File: src/rtl/core/tff_pkg.sv
// Shared types, constants and the divider step for the trapezoid transfer function.
package tff_pkg;

  localparam int unsigned TABLE_SIZE = 256;
  localparam logic [7:0]  TblLast    = 8'(TABLE_SIZE - 1);

  localparam logic [7:0] ColourR     = 8'd255;
  localparam logic [7:0] ColourMinG  = 8'd77;
  localparam logic [7:0] ColourSpanG = 8'd178;

  localparam logic [7:0] RampUpStartRst   = 8'd0;
  localparam logic [7:0] RampUpEndRst     = 8'd64;
  localparam logic [7:0] RampDownStartRst = 8'd192;
  localparam logic [7:0] RampDownEndRst   = 8'd255;

  localparam logic [1:0] CfgRampUpStart   = 2'd0;
  localparam logic [1:0] CfgRampUpEnd     = 2'd1;
  localparam logic [1:0] CfgRampDownStart = 2'd2;
  localparam logic [1:0] CfgRampDownEnd   = 2'd3;

  localparam int unsigned DivStages = 4;

  // acc: remainder in the upper byte, remaining dividend bits then quotient bits below
  typedef struct packed {
    logic [15:0] acc_a;
    logic [15:0] acc_g;
    logic [7:0]  den;
  } div_t;

  function automatic logic [15:0] div_step(input logic [15:0] acc, input logic [7:0] den);
    logic [8:0] trial;
    logic [8:0] diff;
    logic [7:0] rem;
    logic       qbit;
    trial = {acc[15:8], acc[7]};
    diff  = trial - {1'b0, den};
    qbit  = (trial >= {1'b0, den});
    rem   = qbit ? diff[7:0] : trial[7:0];
    return {rem, acc[6:0], qbit};
  endfunction

  function automatic div_t div_step2(input div_t d);
    div_t r;
    r       = d;
    r.acc_a = div_step(div_step(d.acc_a, d.den), d.den);
    r.acc_g = div_step(div_step(d.acc_g, d.den), d.den);
    return r;
  endfunction

endpackage

File: src/rtl/core/trapezoid_transfer_function.sv
// Trapezoid transfer function: density to RGBA with four programmable breakpoints.
// Pipeline from an accepted input to out_tvalid: region select, product, four divider stages, output.
// Throughput: one transaction per cycle while out_tready accepts; a low out_tready stalls the pipeline.
// The divider pipeline (two quotient bits per stage) sets the depth.
// Reset clears all valid bits and loads the breakpoints 0, 64, 192, 255; cfg_ready is always high.
module trapezoid_transfer_function (
  input  logic        clk,
  input  logic        rst_n,
  input  logic        in_tvalid,
  output logic        in_tready,
  input  logic [7:0]  in_tdata,   // [7:0] density
  output logic        out_tvalid,
  input  logic        out_tready,
  output logic [31:0] out_tdata,  // [7:0] alpha, [15:8] red, [23:16] green, [31:24] blue
  input  logic        cfg_valid,
  output logic        cfg_ready,
  input  logic [1:0]  cfg_index,
  input  logic [7:0]  cfg_data
);

  logic [7:0] ramp_up_start_r, ramp_up_end_r, ramp_down_start_r, ramp_down_end_r;

  assign cfg_ready = 1'b1;

  always_ff @(posedge clk) begin
    if (!rst_n) begin
      ramp_up_start_r   <= tff_pkg::RampUpStartRst;
      ramp_up_end_r     <= tff_pkg::RampUpEndRst;
      ramp_down_start_r <= tff_pkg::RampDownStartRst;
      ramp_down_end_r   <= tff_pkg::RampDownEndRst;
    end else if (cfg_valid) begin
      unique case (cfg_index)
        tff_pkg::CfgRampUpStart:   ramp_up_start_r   <= cfg_data;
        tff_pkg::CfgRampUpEnd:     ramp_up_end_r     <= cfg_data;
        tff_pkg::CfgRampDownStart: ramp_down_start_r <= cfg_data;
        tff_pkg::CfgRampDownEnd:   ramp_down_end_r   <= cfg_data;
        default: ;
      endcase
    end
  end

  // Stage 1: region select, ramp position and length
  logic       v1_r;
  logic [7:0] t1_r, n1_r;
  logic [7:0] x_sat, t1_nxt, n1_nxt;
  logic       rdy1, rdy2, rdy_out;

  always_comb begin
    x_sat = in_tdata;
    if (tff_pkg::TABLE_SIZE < 256 && 32'(in_tdata) >= tff_pkg::TABLE_SIZE) begin
      x_sat = tff_pkg::TblLast;
    end
    t1_nxt = 8'd0;
    n1_nxt = 8'd1;
    priority if (x_sat > ramp_down_end_r) begin
      t1_nxt = 8'd0;
      n1_nxt = 8'd1;
    end else if (x_sat > ramp_down_start_r) begin
      t1_nxt = ramp_down_end_r - x_sat;
      n1_nxt = ramp_down_end_r - ramp_down_start_r;
    end else if (x_sat > ramp_up_end_r) begin
      t1_nxt = 8'd1;
      n1_nxt = 8'd1;
    end else if (x_sat > ramp_up_start_r) begin
      t1_nxt = x_sat - ramp_up_start_r;
      n1_nxt = ramp_up_end_r - ramp_up_start_r;
    end else begin
      t1_nxt = 8'd0;
      n1_nxt = 8'd1;
    end
  end

  // Stage 2: scaled dividends
  logic          v2_r;
  tff_pkg::div_t d2_r;
  tff_pkg::div_t d2_nxt;

  always_comb begin
    d2_nxt.acc_a = {t1_r, 8'd0} - {8'd0, t1_r};
    d2_nxt.acc_g = 16'(t1_r) * 16'(tff_pkg::ColourSpanG);
    d2_nxt.den   = n1_r;
  end

  logic          div_in_ready, div_out_valid;
  tff_pkg::div_t div_q;

  tff_divider u_div (
    .clk       (clk),
    .rst_n     (rst_n),
    .in_valid  (v2_r),
    .in_ready  (div_in_ready),
    .in_data   (d2_r),
    .out_valid (div_out_valid),
    .out_ready (rdy_out),
    .out_data  (div_q)
  );

  // Output register
  logic       out_v_r;
  logic [7:0] alpha_r, green_r;

  assign rdy_out   = !out_v_r || out_tready;
  assign rdy2      = !v2_r || div_in_ready;
  assign rdy1      = !v1_r || rdy2;
  assign in_tready = rdy1;

  always_ff @(posedge clk) begin
    if (!rst_n) begin
      v1_r    <= 1'b0;
      v2_r    <= 1'b0;
      out_v_r <= 1'b0;
    end else begin
      if (rdy1)    v1_r    <= in_tvalid;
      if (rdy2)    v2_r    <= v1_r;
      if (rdy_out) out_v_r <= div_out_valid;
    end
    if (rdy1 && in_tvalid) begin
      t1_r <= t1_nxt;
      n1_r <= n1_nxt;
    end
    if (rdy2 && v1_r) begin
      d2_r <= d2_nxt;
    end
    if (rdy_out && div_out_valid) begin
      alpha_r <= div_q.acc_a[7:0];
      green_r <= tff_pkg::ColourMinG + div_q.acc_g[7:0];
    end
  end

  assign out_tvalid = out_v_r;
  assign out_tdata  = {green_r, green_r, tff_pkg::ColourR, alpha_r};

`ifndef NO_ASSERTIONS
  a_ramp_bounds: assert property (@(posedge clk) disable iff (!rst_n)
    v1_r |-> (n1_r != 8'd0) && (t1_r <= n1_r))
    else $error("ramp position exceeds ramp length");

  a_red_full: assert property (@(posedge clk) disable iff (!rst_n)
    out_tvalid |-> out_tdata[15:8] == tff_pkg::ColourR)
    else $error("red channel not full");

  a_green_blue: assert property (@(posedge clk) disable iff (!rst_n)
    out_tvalid |-> (out_tdata[23:16] == out_tdata[31:24])
                   && (out_tdata[23:16] >= tff_pkg::ColourMinG))
    else $error("green/blue mismatch or below minimum colour");

  a_opaque_max: assert property (@(posedge clk) disable iff (!rst_n)
    (out_tvalid && out_tdata[7:0] == 8'd255) |-> out_tdata[23:16] == 8'd255)
    else $error("full alpha without maximum colour");
`endif

endmodule

File: src/rtl/core/tff_divider.sv
// Pipelined restoring divider, two quotient bits per stage, two lanes sharing one divisor.
module tff_divider (
  input  logic          clk,
  input  logic          rst_n,
  input  logic          in_valid,
  output logic          in_ready,
  input  tff_pkg::div_t in_data,
  output logic          out_valid,
  input  logic          out_ready,
  output tff_pkg::div_t out_data
);

  localparam int unsigned Last = tff_pkg::DivStages - 1;

  tff_pkg::div_t st_r   [tff_pkg::DivStages];
  logic          v_r    [tff_pkg::DivStages];
  tff_pkg::div_t src    [tff_pkg::DivStages];
  logic          vsrc   [tff_pkg::DivStages];
  tff_pkg::div_t st_nxt [tff_pkg::DivStages];
  logic          rdy    [tff_pkg::DivStages + 1];

  always_comb begin
    rdy[tff_pkg::DivStages] = out_ready;
    for (int i = Last; i >= 0; i--) begin
      rdy[i] = !v_r[i] || rdy[i + 1];
    end
    src[0]  = in_data;
    vsrc[0] = in_valid;
    for (int i = 1; i <= Last; i++) begin
      src[i]  = st_r[i - 1];
      vsrc[i] = v_r[i - 1];
    end
    for (int i = 0; i <= Last; i++) begin
      st_nxt[i] = tff_pkg::div_step2(src[i]);
    end
  end

  always_ff @(posedge clk) begin
    for (int i = 0; i <= Last; i++) begin
      if (!rst_n) begin
        v_r[i] <= 1'b0;
      end else if (rdy[i]) begin
        v_r[i] <= vsrc[i];
      end
      if (rdy[i] && vsrc[i]) begin
        st_r[i] <= st_nxt[i];
      end
    end
  end

  assign in_ready  = rdy[0];
  assign out_valid = v_r[Last];
  assign out_data  = st_r[Last];

endmodule
File: config.mk
export PLATFORM = sky130hd
export DESIGN_NAME = trapezoid_transfer_function
export DESIGN_NICKNAME = d
export VERILOG_FILES = /design/src/rtl/core/tff_pkg.sv /design/src/rtl/core/trapezoid_transfer_function.sv /design/src/rtl/core/tff_divider.sv
export SDC_FILE = /design/constraint.sdc
export NUM_CORES = 1
export LEC_CHECK = 0
export ABC_AREA = 1
export BUFFER_PORTS_ARGS = -buffer_cell sky130_fd_sc_hd__buf_2
export CORE_ASPECT_RATIO = 1.1
export CORE_MARGIN = 2
export CORE_UTILIZATION = 25
export DETAILED_ROUTE_END_ITERATION = 12
export PLACE_DENSITY = 0.5
export SETUP_SLACK_MARGIN = 0.5
export SLEW_MARGIN = 20
export SYNTH_ARGS = -nofsm -noshare
export SYNTH_HDL_FRONTEND = slang
export SYNTH_SLANG_ARGS = --single-unit
File: constraint.sdc
create_clock -name clk -period 4.65 [get_ports clk]
set_clock_uncertainty 0.05 [all_clocks]
set_input_delay 1.395 -clock clk [delete_from_list [all_inputs] [get_ports clk]]
set_output_delay 1.395 -clock clk [all_outputs]
set_load 0.01 [all_outputs]
## Yosys cells after proc, flatten, opt, wreduce, memory -nomap -nowiden

Memory sizes are Yosys's and may differ from the RTL's.
Cells that the tools add are included.

| storage, ports and cells | value |
|---|---|
| register bits | 106 |
| bits in writable memories | 164 |
| input port bits | 23 |
| output and inout port bits | 35 |
| logic and storage cells | 139 |
| memories | 2 |

Memories:

| memory | words | bits a word | rd ports | clocked after memory_dff | write ports | RTL line | text |
|---|---|---|---|---|---|---|---|
| u_div.st_r | 4 | 40 | 4 | 0 | 4 | tff_divider.sv:15 | `tff_pkg::div_t st_r [tff_pkg::DivStages];` |
| u_div.v_r | 4 | 1 | 4 | 0 | 4 | tff_divider.sv:16 | `logic v_r [tff_pkg::DivStages];` |

| cells by class | value |
|---|---|
| add/subtract/negate cells | 22 |
| $mul | 1 |
| magnitude comparators | 20 |
| equal/unequal tests | 3 |
| multiplexer cells | 47 |
| bitwise operators | 4 |
| reductions and logical operators | 26 |

Operators with widths:

| operator | count |
|---|---|
| $mux W8 | 22 |
| $sub A8 B8 Y8 | 20 |
| $ge A9 B8 Y1 | 16 |
| $gt A8 B8 Y1 | 4 |
| $mux W1 | 25 |
| $sub A16 B8 Y16 | 1 |
| $mul A8 B7 Y15 const B | 1 |
| $add A7 B8 Y8 const A | 1 |
| $reduce_and A2 Y1 | 4 |
| $logic_and A1 B1 Y1 | 7 |
| $logic_not A1 Y1 | 7 |
| $logic_or A1 B1 Y1 | 7 |
| $eq A2 B2 Y1 const B | 2 |
| $or A1 B1 Y1 | 4 |
| $eq A2 B1 Y1 const B | 1 |
| $logic_not A2 Y1 | 1 |

## Logic depth before layout (Yosys ltp)

| logic depth | value |
|---|---|
| word-level depth | 10 |
| depth in mapped cells | 21 |

## Cells and area by module

Synthesis repeated with hierarchy kept, for this count alone.

| unflattened totals | value |
|---|---|
| cells, all modules | 2407 |
| area, all modules | 20225.6 um^2 |

By module, submodules not included:

| module | times used | cells each | area each (um^2) | sequential area each (um^2) |
|---|---|---|---|---|
| tff_divider | 1 | 1598 | 13233.9 | 4914.7 |
| trapezoid_transfer_function | 1 | 809 | 6991.7 | 2802.7 |

## Worst setup path after synthesis

OpenSTA, ideal clock, no wires.

| timing | value |
|---|---|
| path kind | input -> register |
| start point | input port out_tready |
| end point | memory u_div.st_r[0][0] (netlist bit) (enable) |
| setup time | 0.434 ns |
| arrival time | 3.422 ns |
| data required time | 4.166 ns |
| setup slack | 0.745 ns |
| stages | 7 |
| cells stage by stage | or2_4 nor2_2 nand2_1 nor2_2 nand2_1 inv_2 nor2_1 |

RTL lines:

| item | RTL line | text |
|---|---|---|
| start, declared | trapezoid_transfer_function.sv:13 | `input logic out_tready,` |
| end, declared | tff_divider.sv:15 |  |

## Worst setup path in the final report

| timing | value |
|---|---|
| start point | input port out_tready |
| end point | output port in_tready |

| between the ends | value |
|---|---|
| longest elaborated chain between the ends | 7 |

Ends and longest elaborated chain:

| item | RTL line | text |
|---|---|---|
| $logic_or A1 B1 Y1 | trapezoid_transfer_function.sv:102 | `assign rdy_out = !out_v_r \|\| out_tready;` |
| $logic_or A1 B1 Y1 (4 in series) | tff_divider.sv:25 | `rdy[i] = !v_r[i] \|\| rdy[i + 1];` |
| $logic_or A1 B1 Y1 | trapezoid_transfer_function.sv:103 | `assign rdy2 = !v2_r \|\| div_in_ready;` |
| $logic_or A1 B1 Y1 | trapezoid_transfer_function.sv:104 | `assign rdy1 = !v1_r \|\| rdy2;` |
| end, declared | trapezoid_transfer_function.sv:10 | `output logic in_tready,` |

No other way between the ends.

==> impl_results.md <==
* Final antenna-violating net count at 0
* Final Hold Fails at 0
* Max Slew Vio Count at 0
* Design area at roughly 21000 sq um
* Crit Path Class: input pin to output port
* Most flop-heavy register: u_div.st_r
* Period utilization at 0.8686
* Flops & latches, synth at between 200 and 250
* CP Max Fanout at 5
* Routed len/inst at 13.94 microns
* Initial core utilization at 0.2519
* Grt total ovfl at 0
* Max reg flops at between 100 and 150
* Leakage at approximately 9.5 nW
* Placer congestion estimate at 0.8520
* Sequential area share after synthesis at 0.3714
* Ports at 58
* Top cell type's share of synthesized area at 0.3322
* Count of different cell masters after synthesis at between 50 and 60
* Minimum clock period at 4.039 ns
* Setup Viol. Count Final at 0
* H-tree depth at 1
* Main synth FF type: edfxtp_1
* Clk root buf: clkbuf_16
* Slew HR at 0.4049
* Floorplan row count at about 100
* CTS tree: yes
* # clock sinks at roughly 240
* Initial DRC count at 761
* DP HPWL at approximately 36 mm
* Layout cells sized above 1 at 0.1004
* Total power at roughly 0.0085 W
* Area leader, netlist: edfxtp_1
* Ys Warns at 0
* First-pass GRT wire length at roughly 73 mm
* Diodes inserted at 0
* Status: finished, final reports clean
* Fin nets at roughly 2500
* Port bufs at 48
* Most common cell in the netlist: nand2_1
* Core Footprint at approximately 73000 sq um
* Unrepaired setup endpoints after global routing: false
* WP data arrival at between 2 and 3 ns
* P&R area growth vs syn at 13.08%
* Die Span X at ~260 microns
* EDFF count, synth at slightly above 200
* Die area at between 70000 and 80000 sq um
* Crit. End Element: output port
* Largest net degree at the start of global routing at 39
* Final WL at approximately 45 mm
* Clock Latency Late Sink at ~0.57 ns
* Clock Pin Slew Worst Setup and Hold Paths at about 0.070 ns
* # DRC at 0
* Post-DP Area at ~20000 sq um
* 1st-pass router iterations at 6
* Regs by FF count: u_div.st_r: 130 flops, d2_r: 38 flops
* Ys async rst share at 0
* Initial antenna violation count at 0
* Drt via density at between 4 and 5
* Synth Cell Area at ~18000 sq um
* Synthesized instance count at ~2200
* Max frequency at 247.6 MHz
* Largest buffer count on any clock path at 3
* Max-cap violation count at 0
* Total track usage at 0.1179
* Avg Cell Area, Syn at 8.493 sq um
* Cts hold-fix bufs at 0
* Vias at 14241
* Synth area leaders: edfxtp_1 (33%), ha_1 (15%), nand2_1 (11%)
* PwrDens at about 410 nW/um^2
* WP data required at between 3 and 4 ns
* Worst-margin pin slew at between 0.8 and 0.9 ns
* Die H at roughly 290 microns
* Synth cell count leaders: nand2_1 (537), inv_1 (298), ha_1 (213)
* Startpoint types: input pin
* Hold WS at 0.3409 ns
* Hold Path Class: flip-flop to flip-flop
* Maximum VDD drop at roughly 270 uV
* CTS Buf Count at 30
* Fin Setup TNS at 0 ns
* Vias in the first global route at about 14000
==> layer usage <==
| layer | routed length [microns] | up-vias | GRT usage |
|---|---|---|---|
| met2 | 22280 | 197 | 0.2195 |
| li1 | - | 7320 | - |
| met4 | 1337 | 0 | 0.03693 |
| met5 | 0 | - | 0 |
| met3 | 1258 | 81 | 0.01450 |
| met1 | 19790 | 6643 | 0.1408 |
==> worst paths after layout <==
kind                      from                end  slack, ns  cells past startpoint
max                 out_tready          in_tready       0.61                      9
max reg2reg   u_div.st_r[0][1]  u_div.st_r[1][19]       0.86                     16
min reg2reg  u_div.st_r[0][28]  u_div.st_r[1][30]       0.34                      0
min          u_div.st_r[0][28]  u_div.st_r[1][30]       0.34                      0
==> critical path, stage by stage <==
cell	delay, ns
buf_2	0.10
or2_4	0.25
nor2_2	0.10
nand2_1	0.12
nor2_4	0.15
nand2_1	0.08
inv_2	0.11
nand3_1	0.12
buf_2	0.16
==> report_power, final <==
| part | switching [W] | leakage, nW | total, W | internal [W] |
|---|---|---|---|---|
| clock network | 0.000950 | 0.515 | 0.00245 | 0.00150 |
| logic | 0.00206 | 6.80 | 0.00330 | 0.00124 |
| registers | 0.000105 | 2.18 | 0.00272 | 0.00262 |
==> metrics by stage <==
| step | setup slack (ns) | util | cells |
|---|---|---|---|
| floorplan | 0.7445 | - | 2169 |
| global placement | 0.4969 | 0.2701 | 3147 |
| detailed placement | 0.5421 | 0.2701 | 3147 |
| CTS | 0.5408 | 0.2846 | 3203 |
| global route | 0.4955 | 0.2848 | 3204 |
| finish | 0.6110 | 0.2848 | 3204 |
==> cell type report <==
class | count | area [sq um]
clock inverters | 24 | 281.5
flip-flops and latches | 239 | 6817
clock buffers | 32 | 779.5
fillers | 7767 | 52120
inverters | 311 | 1167
multi-input cells | 1588 | 10210
repair buffers | 56 | 300.3
well taps | 954 | 1194
==> timing repair <==
item / 4_1_cts / 5_1_grt
endpoints found under the hold margin: 0 / 0
setup endpoints to repair: 0 / 1
resized for setup: 0 / 1
setup buffers: 0 / 1
==> layout by cell type, fill, tap and decap left out, types with 15 or more instances in the layout <==
cell type,netlist,routed
edfxtp_1,203,203
a21oi_1,139,139
nand2_2,36,36
dfxtp_1,36,36
buf_2,4,48
nand2_4,15,15
xnor2_1,39,39
inv_1,298,298
nor2_1,119,117
o21ai_0,46,46
xor2_1,64,64
nand2_1,537,537
nand4_1,34,34
clkbuf_16,0,31
nand3_1,177,177
ha_1,213,213
nand3b_1,20,20
fa_1,26,26
==> cells by family (layout without fill, tap and decap cells) <==
family | Yosys count | after routing | share of synthesized area
adder cells (fa/ha/maj) | 239 | 239 | 0.1736
AO/OA/AOI/OAI | 244 | 244 | 0.07738
other | 1 | 9 | 0.0002043
buffers and inverters | 342 | 423 | 0.07472
AND/OR/NAND/NOR | 993 | 993 | 0.2535
XOR/XNOR | 103 | 103 | 0.04915
flip-flops | 239 | 239 | 0.3714
Power figures use the tool's default switching activity.
